File: config.mk
export PLATFORM = sky130hd
export DESIGN_NAME = ebbs_ctrl
export DESIGN_NICKNAME = d
export VERILOG_FILES = /design/src/hw/rtl/ebbs_pkg.sv /design/src/hw/rtl/ebbs_ctrl.sv
export VERILOG_INCLUDE_DIRS = /design/src /design/src/hw/rtl
export SDC_FILE = /design/constraint.sdc
export NUM_CORES = 1
export LEC_CHECK = 0
export ABC_AREA = 1
export ABC_CLOCK_PERIOD_IN_PS = 1360
export BUFFER_PORTS_ARGS = -buffer_cell sky130_fd_sc_hd__buf_2
export CELL_PAD_IN_SITES_DETAIL_PLACEMENT = 0
export CELL_PAD_IN_SITES_GLOBAL_PLACEMENT = 2
export CORE_MARGIN = 2
export CORE_UTILIZATION = 21
export DETAILED_ROUTE_END_ITERATION = 8
export PLACE_DENSITY = 0.79
export SETUP_SLACK_MARGIN = 0.2
export SYNTH_ARGS = -nofsm -noshare
export SYNTH_HDL_FRONTEND = slang
export SYNTH_SLANG_ARGS = --single-unit
File: constraint.sdc
create_clock -name clk_i -period 1.36 [get_ports clk_i]
set_input_delay 0.068 -clock clk_i [delete_from_list [all_inputs] [get_ports clk_i]]
set_output_delay 0.068 -clock clk_i [all_outputs]
set_load 0.01 [all_outputs]
File: src/hw/rtl/assert_macros.svh
// ----------------------------------------------------------------------------
// Assertion macros
// Property check helpers for concurrent assertions. They are empty in synthesis.
// ----------------------------------------------------------------------------
`ifndef ASSERT_MACROS_SVH
`define ASSERT_MACROS_SVH

`ifndef SYNTHESIS
// lbl: name of the check, clk/rst_n: its clock and active low reset
`define ASSERT_PROP(lbl, clk, rst_n, prop) \
  lbl: assert property (@(posedge clk) disable iff (!rst_n) prop) \
    else $error("property check failed");
// a on one edge implies c on the next edge
`define ASSERT_NEXT(lbl, clk, rst_n, a, c) \
  lbl: assert property (@(posedge clk) disable iff (!rst_n) (a) |=> (c)) \
    else $error("next-cycle check failed");
`else
`define ASSERT_PROP(lbl, clk, rst_n, prop)
`define ASSERT_NEXT(lbl, clk, rst_n, a, c)
`endif

`endif

File: src/hw/rtl/ebbs_pkg.sv
// ----------------------------------------------------------------------------
// ebbs_pkg
// Types, constants and fixed-point helpers of the bouncing body stepper.
// ----------------------------------------------------------------------------
`timescale 1ns / 1ps
`default_nettype none

package ebbs_pkg;

  localparam int FRAC_BITS   = 16;
  localparam int COUNT_WIDTH = 16;
  localparam int Q_W         = 32;
  localparam int DT_W        = 31;
  localparam int IDX_W       = 3;
  localparam int PROD_W      = 2 * Q_W;
  localparam int RND_W       = PROD_W - FRAC_BITS;

  localparam longint ONE_Q = longint'(1) << FRAC_BITS;

  localparam logic signed [Q_W-1:0] GRAV_Q   = Q_W'(-((98 * ONE_Q + 5) / 10));
  localparam logic signed [Q_W-1:0] BOUNCE_Q = Q_W'((8 * ONE_Q + 5) / 10);
  localparam logic signed [Q_W-1:0] LIFT_Q   = Q_W'((ONE_Q + 50) / 100);
  localparam logic signed [PROD_W-1:0] HALF_Q = PROD_W'(ONE_Q / 2);

  localparam logic signed [Q_W-1:0] Q_MAX = {1'b0, {(Q_W-1){1'b1}}};
  localparam logic signed [Q_W-1:0] Q_MIN = {1'b1, {(Q_W-1){1'b0}}};

  localparam logic [DT_W-1:0]        DT_RESET    = DT_W'(6554);
  localparam logic [COUNT_WIDTH-1:0] LIMIT_RESET = COUNT_WIDTH'(300);

  typedef enum logic [IDX_W-1:0] {
    REG_INIT_POS_X = 3'd0,
    REG_INIT_POS_Y = 3'd1,
    REG_INIT_POS_Z = 3'd2,
    REG_INIT_VEL_X = 3'd3,
    REG_INIT_VEL_Y = 3'd4,
    REG_INIT_VEL_Z = 3'd5,
    REG_TIME_STEP  = 3'd6,
    REG_STEP_LIMIT = 3'd7
  } reg_idx_e;

  // multiplier jobs
  typedef enum logic [2:0] {
    OP_X = 3'd0,  // vx * dt
    OP_Y = 3'd1,  // vy * dt
    OP_Z = 3'd2,  // vz_prev * dt
    OP_G = 3'd3,  // g * dt
    OP_B = 3'd4   // vz_new * bounce
  } mul_op_e;

  typedef struct packed {
    logic    load;     // prev state <- initial registers
    logic    finish;   // end run, show initial position
    logic    set_run;
    logic    issue;    // start a multiply
    mul_op_e op;
    logic    commit;   // take the step results
    logic    emit;     // load the output register
  } ebbs_cmd_t;

  typedef struct packed {
    logic running;
    logic count_ge;   // step count has reached the limit
    logic z_neg;      // new z went below the floor
    logic out_free;
  } ebbs_sts_t;

  // saturate a 33-bit sum to Q range
  function automatic logic signed [Q_W-1:0] sat_sum(input logic signed [Q_W:0] s);
    if (s[Q_W] == s[Q_W-1]) begin
      return s[Q_W-1:0];
    end
    return s[Q_W] ? Q_MIN : Q_MAX;
  endfunction

  // round product to nearest (ties away from zero) and saturate
  function automatic logic signed [Q_W-1:0] round_sat(input logic signed [PROD_W-1:0] p);
    logic signed [PROD_W-1:0] sum;
    logic signed [RND_W-1:0]  r;
    sum = p + (p[PROD_W-1] ? HALF_Q - PROD_W'(1) : HALF_Q);
    r   = sum[PROD_W-1:FRAC_BITS];
    if (r[RND_W-1:Q_W-1] == {(RND_W-Q_W+1){r[RND_W-1]}}) begin
      return r[Q_W-1:0];
    end
    return r[RND_W-1] ? Q_MIN : Q_MAX;
  endfunction

endpackage

`default_nettype wire

File: src/hw/rtl/ebbs_ctrl.sv
// ----------------------------------------------------------------------------
// ebbs_ctrl
// Tick sequencer: decides the tick, schedules the shared multiplier.
// ----------------------------------------------------------------------------
`timescale 1ns / 1ps
`default_nettype none

`include "assert_macros.svh"

module ebbs_ctrl import ebbs_pkg::*; (
  input  wire logic      clk_i,
  input  wire logic      rst_ni,
  input  wire logic      in_valid_i,
  input  wire logic      start_request_i,
  output logic           in_ready_o,
  input  wire ebbs_sts_t sts_i,
  output ebbs_cmd_t      cmd_o
);

  typedef enum logic [3:0] {
    S_IDLE, S_X, S_Y, S_Z, S_G, S_D1, S_D2, S_CHK, S_B1, S_B2, S_COMMIT, S_EMIT
  } state_e;

  state_e state_q, state_d;
  logic   start;

  assign in_ready_o = (state_q == S_IDLE);
  assign start      = !sts_i.running && start_request_i;

  always_comb begin
    cmd_o   = '0;
    state_d = state_q;
    unique case (state_q)
      S_IDLE: begin
        if (in_valid_i) begin
          cmd_o.load    = start;
          cmd_o.finish  = sts_i.count_ge;
          cmd_o.set_run = start && !sts_i.count_ge;
          if (!sts_i.count_ge && (sts_i.running || start)) begin
            state_d = S_X;
          end else begin
            state_d = S_EMIT;
          end
        end
      end
      S_X: begin
        cmd_o.issue = 1'b1;
        cmd_o.op    = OP_X;
        state_d     = S_Y;
      end
      S_Y: begin
        cmd_o.issue = 1'b1;
        cmd_o.op    = OP_Y;
        state_d     = S_Z;
      end
      S_Z: begin
        cmd_o.issue = 1'b1;
        cmd_o.op    = OP_Z;
        state_d     = S_G;
      end
      S_G: begin
        cmd_o.issue = 1'b1;
        cmd_o.op    = OP_G;
        state_d     = S_D1;
      end
      S_D1: state_d = S_D2;
      S_D2: state_d = S_CHK;
      S_CHK: begin
        if (sts_i.z_neg) begin
          cmd_o.issue = 1'b1;
          cmd_o.op    = OP_B;
          state_d     = S_B1;
        end else begin
          cmd_o.commit = 1'b1;
          state_d      = S_EMIT;
        end
      end
      S_B1: state_d = S_B2;
      S_B2: state_d = S_COMMIT;
      S_COMMIT: begin
        cmd_o.commit = 1'b1;
        state_d      = S_EMIT;
      end
      S_EMIT: begin
        if (sts_i.out_free) begin
          cmd_o.emit = 1'b1;
          state_d    = S_IDLE;
        end
      end
      default: state_d = S_IDLE;
    endcase
  end

  always_ff @(posedge clk_i or negedge rst_ni) begin
    if (!rst_ni) begin
      state_q <= S_IDLE;
    end else begin
      state_q <= state_d;
    end
  end

  `ASSERT_PROP(a_bounce_only_below, clk_i, rst_ni, (cmd_o.issue && cmd_o.op == OP_B) |-> sts_i.z_neg)
  `ASSERT_PROP(a_emit_needs_room, clk_i, rst_ni, cmd_o.emit |-> sts_i.out_free)
  `ASSERT_PROP(a_commit_in_run, clk_i, rst_ni, cmd_o.commit |-> sts_i.running)
  `ASSERT_NEXT(a_beat_leaves_idle, clk_i, rst_ni, in_valid_i && in_ready_o, state_q != S_IDLE)

endmodule

`default_nettype wire

==> results of run 1 <==
## final cells by class
| cell class | instances | share of cell area [%] |
|---|---|---|
| clock buffer | 3 | 3.19 |
| inverter | 12 | 7.80 |
| multi-input combinational | 47 | 44.9 |
| sequential | 4 | 14.9 |
| tap | 25 | 4.43 |
| timing repair buffer | 26 | 24.8 |
## Yosys cell counts (all sizes together)
master / number
o21bai: 1
nor3: 3
dfrtp: 4
nand2: 26
o221ai: 1
nor2: 9
inv: 11
nand3: 4
clkinv: 1
o21ai: 2
nor4: 1
## stage by stage
| step | worst slack (ps) | power (mW) | instance area, sq um |
|---|---|---|---|
| 6_report | 43.0 | 1.61 | 706 |
| 5_1_grt | -16.6 | 1.76 | 706 |
| 3_3_place_gp | 141 | 1.03 | 517 |
| 2_1_floorplan | 319 | 0.814 | 400 |
| 4_1_cts | 57.5 | 1.49 | 662 |
| 3_5_place_dp | 161 | 1.02 | 517 |
## cells by family after synthesis
logic type      share of synthesized area [%]
simple gates                             55.9
buf+inv                                  11.6
flops                                    25.0
compound gates                           7.50
## worst max-delay path: cells and delay by family, from the launching register on
kind	cells	cell delay, ps
flip-flops	1	450
AND/OR/NAND/NOR	2	170
buffers and inverters	2	270
AO/OA/AOI/OAI	1	120
## power by group
group | switching [mW] | total, mW | internal (mW)
logic | 0.617 | 1.15 | 0.530
clock network | 0.0472 | 0.146 | 0.0986
registers | 0.126 | 0.318 | 0.192
## routing by layer
layer	track usage, %	wire length (um)	vias up	part of all wire (%)
met5	0	0	-	0
met4	6.49	0	0	0
met3	0	51	0	4.4
met2	21.6	612	12	53
met1	13.9	497	214	43
li1	-	-	259	-
## final timing paths
kind                            startpoint          to  slack (ps)  depth (start not counted)
worst max-delay path            state_q[2]    cmd_o[5]          40                          5
worst max register to register  state_q[3]  state_q[1]         150                          8
worst min-delay path                rst_ni  state_q[3]         170                          2
min in group clk_i                sts_i[0]  state_q[3]         190                          4
worst min register to register  state_q[3]  state_q[2]         730                          3
max in group asynchronous           rst_ni  state_q[0]        1050                          2
## what timing repair did
action,in CTS,in global routing
hold buffers,1,0
resized for setup,16,11
endpoints found under the setup margin,10,13
setup buffers,8,0
pin swaps,3,4
endpoints found under the hold margin,4,0
==> metrics.txt, run 1 <==
run status=finished, final reports clean; PwrDens=2280 mW/mm^2; final setup skew=3.13 ps; leading cell types in the layout, fill and taps excluded=sky130_fd_sc_hd__nand2_1 (15), sky130_fd_sc_hd__buf_2 (15), sky130_fd_sc_hd__inv_1 (7), sky130_fd_sc_hd__nand2_2 (7), sky130_fd_sc_hd__buf_4 (6); initial core utilization=22.7%; type of the setup path with the least slack=reg -> out; CP startpoint kind=register; final hold violation count=0; Die X-Extent=47.7 um; clock input transition at the sequential cells of the worst setup and hold paths=40 ps; share of layout cells above drive strength 1=63.0%; standard-cell row count=15; overflow left after global routing=0; via count of the first global-routing pass=485; worst-path maximum fanout=4; largest net degree at the start of global routing=6; Peak VDD IR=542 uV; DP Wirelength=819 um; sequential share of the synthesized area=25.0%; number of antenna repair diodes=0; drt wl/cell=9.91 um; Post-DRT Antenna Nets=0; Fin Setup TNS=0 ps; vias after detailed routing=485; total area of multi-input combinational cells=317 sq um; crit path DAT=1250 ps; number of top-level pins=18; number of cells in the finished layout apart from fillers=117; Yosys Warn Count=0; final setup vio count=0; Leak=0.381 nW; average vias per placed instance=4.15; total routing usage reported by global routing=11.8%; P&R area growth vs syn=76.3%; TritonCTS clock tree=built; total of flip-flops plus latches after synthesis=4; max-capacitance violation count=0; flip-flop and latch area=105 sq um; Layout Nets=102; overall die height=47.7 um; library cell used as clock root buffer=sky130_fd_sc_hd__clkbuf_4; end-of-flow core utilization=40.0%; delay of the slowest critical-path stage=450 ps; Cell Area, Synth=400 sq um; global-route wire length before repair=1870 um; Mapped Avg Cell Area=6.36 sq um; count of H-tree levels built during CTS=1; count of filler cells inserted in the layout=192; post-synth net total=71; required time of the critical path=1290 ps; Core Region=0.00176 sq mm; CP max-delay cell=sky130_fd_sc_hd__dfrtp_2; cts bufs inserted=3; classification of the worst-slack hold path=in -> async; placed cell count=105; Biggest register=state_q; number of sinks driven by the clock tree=4; flip-flop count of the largest register, all copies and words added=4; Detailed Routing Iterations Pass 1=4; initial antenna violation count=0; slew at the pin closest to its max-slew limit=208 ps; tightest slew margin relative to the limit=86.2%; fraction of synthesized cell area taken by the top area cell type=25.0%; Unique masters post-synth=17; Final Critical Period=1320 ps; Die ar.=0.00227 sq mm; maximum number of buffers from clock root to sink=2; most area-consuming cells after synthesis=sky130_fd_sc_hd__dfrtp_1 (25%), sky130_fd_sc_hd__nand2_1 (19%), sky130_fd_sc_hd__nand2_2 (9.4%); Regs by FF count=state_q (4); insertion delay of the later-clocked pin in the worst-skew pair=230 ps; Final GP Congestion=0.775; Synth area leader=sky130_fd_sc_hd__dfrtp_1; final hold slack=170 ps; list of cells traversed by the critical path=inv_4 -> nor2_4 -> nand2_1 -> o221ai_1 -> buf_2; final critical-path share of the clock period=96.8%; RSZ-0062 raised after global routing=yes; DRC marker count from the first detailed-route iteration=7; final count of pins violating max slew=0; maximum achievable frequency=759 MHz; Post-Route WL=1160 um; PortBufs=17; post-detailed-route DRC marker count=0; post-synthesis cell count=63; endpoint kind of the worst setup timing path=primary output
Power figures use the tool's default switching activity.
==> run 2: changes to the inputs <==
- BUFFER_PORTS_ARGS: -buffer_cell sky130_fd_sc_hd__buf_2 -> not set
- CORE_UTILIZATION: 21 -> 27
- DONT_BUFFER_PORTS: not set -> 1
- PLACE_DENSITY: 0.79 -> 0.76
==> run 2 against run 1 <==
Compared with the run above: critical path depth is 2 lower; global-route usage increased by 0.33 points; cell area is 15% lower; clock power hardly changed; register-to-register slack better by 40 ps; count of clock-buffer cells in the layout unchanged; fmax grew 8.2%; critical endpoint is now cmd_o[7]; largest power group unchanged.
==> metrics.txt, run 2 (synthesized netlist as in run 1, its figures left out) <==
tightest slew margin relative to the limit=82.6% (-3.5 points); cts bufs inserted=3 (unchanged); P&R area growth vs syn=50.0%; CP startpoint kind=register; final setup vio count=0 (unchanged); PwrDens=2330 mW/mm^2 (+2.3%); DRC marker count from the first detailed-route iteration=2 (-5); drt wl/cell=11.7 um (+18%); final setup skew=5.44 ps (+2.31 ps); largest net degree at the start of global routing=6 (unchanged); leading cell types in the layout, fill and taps excluded=sky130_fd_sc_hd__nand2_1 (13), sky130_fd_sc_hd__nand2_2 (10), sky130_fd_sc_hd__inv_1 (6); Regs by FF count=state_q (4); maximum achievable frequency=822 MHz (+8.2%); initial antenna violation count=0 (unchanged); final count of pins violating max slew=0 (unchanged); list of cells traversed by the critical path=nor2_4 -> nand2_2 -> nor3_2; crit path DAT=1150 ps (-100 ps); PortBufs=0 (-17); overflow left after global routing=0 (unchanged); type of the setup path with the least slack=reg -> out; Fin Setup TNS=0 ps (unchanged); most common library cell in the layout ignoring fill and taps=sky130_fd_sc_hd__nand2_1; DP Wirelength=782 um (-4.4%); maximum number of buffers from clock root to sink=2 (unchanged); overall die height=42.5 um (-11%); end-of-flow core utilization=44.5% (+4.5 points); via count of the first global-routing pass=401 (-17%); final hold violation count=0 (unchanged); endpoint kind of the worst setup timing path=primary output; Die X-Extent=42.5 um (-11%); Peak VDD IR=1300 uV (+140%); post-detailed-route DRC marker count=0 (unchanged); total routing usage reported by global routing=12.1% (+0.33 points); worst-path maximum fanout=4 (unchanged); max-capacitance violation count=0 (unchanged); Final Critical Period=1220 ps (-100 ps); count of H-tree levels built during CTS=1 (unchanged); power consumption=1.40 mW (-13%); Die ar.=0.00181 sq mm (-20%); RSZ-0062 raised after global routing=yes; TritonCTS clock tree=built; clock input transition at the sequential cells of the worst setup and hold paths=40 ps (about the same); library cell used as clock root buffer=sky130_fd_sc_hd__clkbuf_4; average vias per placed instance=4.92 (+19%); Layout Nets=82 (-20%); run status=finished, final reports clean; CP max-delay cell=sky130_fd_sc_hd__dfrtp_2; initial core utilization=29.7% (+7.0 points); Post-DRT Antenna Nets=0 (unchanged); insertion delay of the later-clocked pin in the worst-skew pair=230 ps (about the same); global-route wire length before repair=1660 um (-11%); flip-flop count of the largest register, all copies and words added=4 (unchanged); share of layout cells above drive strength 1=63.9% (+0.85 points); Post-Route WL=1020 um (-12%); Final GP Congestion=0.690 (-11%); vias after detailed routing=428 (-12%); Leak=0.297 nW (-22%); classification of the worst-slack hold path=in -> reg; number of top-level pins=18 (unchanged); Biggest register=state_q; required time of the critical path=1290 ps (about the same); Core Region=0.00135 sq mm (-23%); slew at the pin closest to its max-slew limit=259 ps (+51.3 ps); number of antenna repair diodes=0 (unchanged); number of sinks driven by the clock tree=4 (unchanged); delay of the slowest critical-path stage=440 ps (about the same); standard-cell row count=13 (-2); Detailed Routing Iterations Pass 1=2 (-2); final critical-path share of the clock period=89.5% (-7.4 points)
==> run 2: cell types whose count changed in the layout (fill, tap and decap cells not counted), moves of 2 or more <==
cell,change
sky130_fd_sc_hd__buf_2,-15
sky130_fd_sc_hd__buf_6,-4
sky130_fd_sc_hd__inv_2,+3
sky130_fd_sc_hd__nand2_1,-2
sky130_fd_sc_hd__nand2_2,+3
sky130_fd_sc_hd__nor2_1,-2
sky130_fd_sc_hd__nor2_2,+2
sky130_fd_sc_hd__nor3_4,+2
==> run 2: per-layer routing <==
metal | global-route usage, % | part of all wire, % | up-vias | wire length, um
met2 | 20.0 | 54 | 15 | 551
li1 | - | - | 217 | -
met4 | 3.75 | 0 | 0 | 0
met1 | 12.7 | 39 | 196 | 396
met5 | 0 | 0 | - | 0
met3 | 7.33 | 7.0 | 0 | 71
==> run 2: area by class of cell <==
class / instances / area [sq um]
Fill cell: 150 / 749
Sequential cell: 4 / 105
Multi-Input combinational cell: 47 / 359
Clock buffer: 3 / 22.5
Timing Repair Buffer: 6 / 47.5
Tap cell: 15 / 18.8
Inverter: 12 / 47.5
==> run 2: worst paths after layout <==
kind / endpoint / from / depth (start not counted) / slack, ps
max: cmd_o[7] / state_q[0] / 3 / 140
min reg2reg: state_q[2] / state_q[2] / 2 / 670
min in group asynchronous: state_q[2] / rst_ni / 1 / 110
max in group asynchronous: state_q[0] / rst_ni / 1 / 1060
min: state_q[3] / sts_i[0] / 3 / 100
max reg2reg: state_q[1] / state_q[0] / 8 / 190
==> run 2: power by group <==
| part | leakage [nW] | internal [mW] | switching, mW | total, mW |
|---|---|---|---|---|
| clock | 0.0138 | 0.0984 | 0.0453 | 0.144 |
| combinational | 0.239 | 0.367 | 0.591 | 0.958 |
| sequential | 0.0441 | 0.192 | 0.108 | 0.300 |
==> run 2: through the flow <==
stage | std cells | cell area (sq um) | setup WS [ps] | hold WS [ps]
3_3_place_gp | 78 | 419 | 186 | -227
4_1_cts | 83 | 526 | 139 | 81.4
5_1_grt | 87 | 601 | 70.2 | 103
3_5_place_dp | 78 | 419 | 197 | -227
6_report | 87 | 601 | 143 | 103
2_1_floorplan | 63 | 400 | 319 | -228
==> run 2: timing repair <==
item,4_1_cts,5_1_grt
setup endpoints to repair,9,14
pin swaps,1,4
resized for setup,19,12
endpoints found under the hold margin,4,0
hold buffers,1,0
buffers inserted,1,4
==> run 2: critical path, delay by kind of cell, from the launching register on <==
family	cells	cell delay, ps
and+or+nand+nor	3	480
DFF	1	440
==> run 3: changes to the inputs <==
- CORE_MARGIN: 2 -> 3
- SETUP_SLACK_MARGIN: 0.2 -> not set
==> run 3 against run 2 <==
Compared with the run above: sequential share of layout area rose by 3.5 points; count of clock-buffer cells in the layout did not move; non-clock buffer count fell by 5; sequential power fell by 7.7%; register-to-register slack improved by 30 ps; cell area fell by 19%; combinational power fell by 25%; die area rose by 9.6%; clock skew fell by 2.4 ps; wire length fell by 6.3%; largest cell class unchanged; largest power group unchanged.
==> metrics.txt, run 3 (synthesized netlist as in run 1, its figures left out) <==
global-route wire length before repair=1710 um (+3.3%); Peak VDD IR=1190 uV (-8.3%); P&R area growth vs syn=22.2%; endpoint kind of the worst setup timing path=primary output; initial core utilization=29.7% (unchanged); maximum number of buffers from clock root to sink=2 (unchanged); met1 track utilization from global routing=13.9% (+1.2 points); library cell used as clock root buffer=sky130_fd_sc_hd__clkbuf_4; required time of the critical path=1290 ps (about the same); final count of pins violating max slew=0 (unchanged); share of layout cells above drive strength 1=40.3% (-24 points); worst-path maximum fanout=5 (+1); Die ar.=0.00198 sq mm (+9.6%); Leak=0.246 nW (-17%); final hold violation count=0 (unchanged); Layout Nets=77 (-6.1%); Setup WS post-layout=100 ps (-43.2 ps); Biggest register=state_q; Detailed Routing Iterations Pass 1=6 (+4); type of the setup path with the least slack=reg -> out; DRC marker count from the first detailed-route iteration=6 (+4); via count of the first global-routing pass=411 (+2.5%); overall die height=44.5 um (+4.7%); part of the power in the clock network=12.5% (+2.3 points); number of top-level pins=18 (unchanged); Final GP Congestion=0.754 (+9.2%); most common library cell in the layout ignoring fill and taps=sky130_fd_sc_hd__nand2_1; Regs by FF count=state_q (4); r2r startpoint=state_q[2]; TritonCTS clock tree=built; average vias per placed instance=4.70 (-4.6%); GR met3 Demand/Resource=5.69% (-1.6 points); internal power of the cells=0.516 mW (-22%); vias after detailed routing=385 (-10%); crit path DAT=1190 ps (+40 ps); insertion delay of the later-clocked pin in the worst-skew pair=230 ps (about the same); reported net switching power=0.625 mW (-16%); Post-DRT Antenna Nets=0 (unchanged); DP Wirelength=799 um (+2.1%); drt wl/cell=11.6 um (-0.57%); leading cell types in the layout, fill and taps excluded=sky130_fd_sc_hd__nand2_1 (20), sky130_fd_sc_hd__inv_1 (7), sky130_fd_sc_hd__nand2_2 (6), sky130_fd_sc_hd__inv_2 (4), sky130_fd_sc_hd__nor2_1 (4); GR met2 Demand/Resource=18.3% (-1.7 points); final critical-path share of the clock period=92.6% (+3.2 points); flip-flop count of the largest register, all copies and words added=4 (unchanged); max-capacitance violation count=0 (unchanged); classification of the worst-slack hold path=in -> reg; CP startpoint kind=register; cts bufs inserted=3 (unchanged); overflow left after global routing=0 (unchanged); largest net degree at the start of global routing=6 (unchanged); DP Worst Slack=190 ps (-7.07 ps); run status=finished, final reports clean; maximum achievable frequency=794 MHz (-3.4%); final setup skew=3.08 ps (-2.36 ps); PortBufs=0 (unchanged); switching share of total power=54.8% (+1.7 points); slew at the pin closest to its max-slew limit=341 ps (+81.7 ps); Worst Setup SP=state_q[3]; initial antenna violation count=0 (unchanged); clock input transition at the sequential cells of the worst setup and hold paths=40 ps (about the same); Die X-Extent=44.5 um (+4.7%); Post-Route WL=955 um (-6.3%); number of sinks driven by the clock tree=4 (unchanged); fraction of power consumed by combinational cells=63.3% (-5.0 points); number of antenna repair diodes=0 (unchanged); most utilized layer in the global route result=met2; count of buffers added by post-CTS timing repair for setup=0 (-1); PwrDens=2330 mW/mm^2 (-0.10%); standard-cell row count=13 (unchanged); total routing usage reported by global routing=11.7% (-0.40 points); Final Critical Period=1260 ps (+43.2 ps); hold path startpoint=sts_i[0]; tightest slew margin relative to the limit=77.1% (-5.5 points); sequential share of power=24.3% (+2.9 points); end-of-flow core utilization=36.2% (-8.2 points); power consumption=1.14 mW (-19%); post-detailed-route DRC marker count=0 (unchanged); count of H-tree levels built during CTS=1 (unchanged); final setup vio count=0 (unchanged); Core Region=0.00135 sq mm (unchanged)
==> run 3: repair_timing <==
action                                  CTS  global route
endpoints found under the setup margin    3             4
gates resized for setup                   1             8
endpoints found under the hold margin     4             0
hold buffers                              1             0
==> run 3: critical path, cell delays in order, from the launching register on <==
cell	delay, ps
sky130_fd_sc_hd__dfrtp_1	440
sky130_fd_sc_hd__nor2_2	170
sky130_fd_sc_hd__nand2_1	140
sky130_fd_sc_hd__nor4_4	210
==> run 3: layer usage <==
layer / part of all wire [%] / routed length [um]
met5: 0 / 0
met4: 0 / 0
met3: 8.0 / 76
met2: 50 / 476
met1: 42 / 402
==> run 3: cell type report <==
class	count	area [sq um]
fillers	157	861
flip-flops and latches	4	103
inverters	12	46.3
repair buffers	1	10.0
multi-input cells	47	289
clock buffers	3	22.5
well taps	15	18.8
==> run 3: power by group through the flow <==
stage / Sequential [mW] / Combinational [mW] / Clock [mW]
floorplan: 0.239 / 0.574 / 0
global placement: 0.251 / 0.688 / 0
detailed placement: 0.251 / 0.679 / 0
CTS: 0.255 / 0.691 / 0.150
global route: 0.289 / 0.836 / 0.160
finish: 0.277 / 0.722 / 0.142
==> run 3: through the flow <==
step	instance area, sq um	instances	hold slack (ps)	TNS [ps]
6_report	489	82	82.9	0
3_3_place_gp	419	78	-227	0
2_1_floorplan	400	63	-228	0
5_1_grt	489	82	99.3	-25.4
4_1_cts	454	82	74.2	0
3_5_place_dp	419	78	-227	0
==> run 3: final timing paths <==
| check | to | slack (ps) | cells past startpoint |
|---|---|---|---|
| worst max-delay path | cmd_o[6] | 100 | 3 |
| worst max register to register | state_q[3] | 220 | 7 |
| worst min-delay path | state_q[0] | 80 | 3 |
| worst min register to register | state_q[2] | 660 | 2 |
| min in group asynchronous | state_q[3] | 110 | 1 |
| max in group asynchronous | state_q[0] | 1050 | 1 |
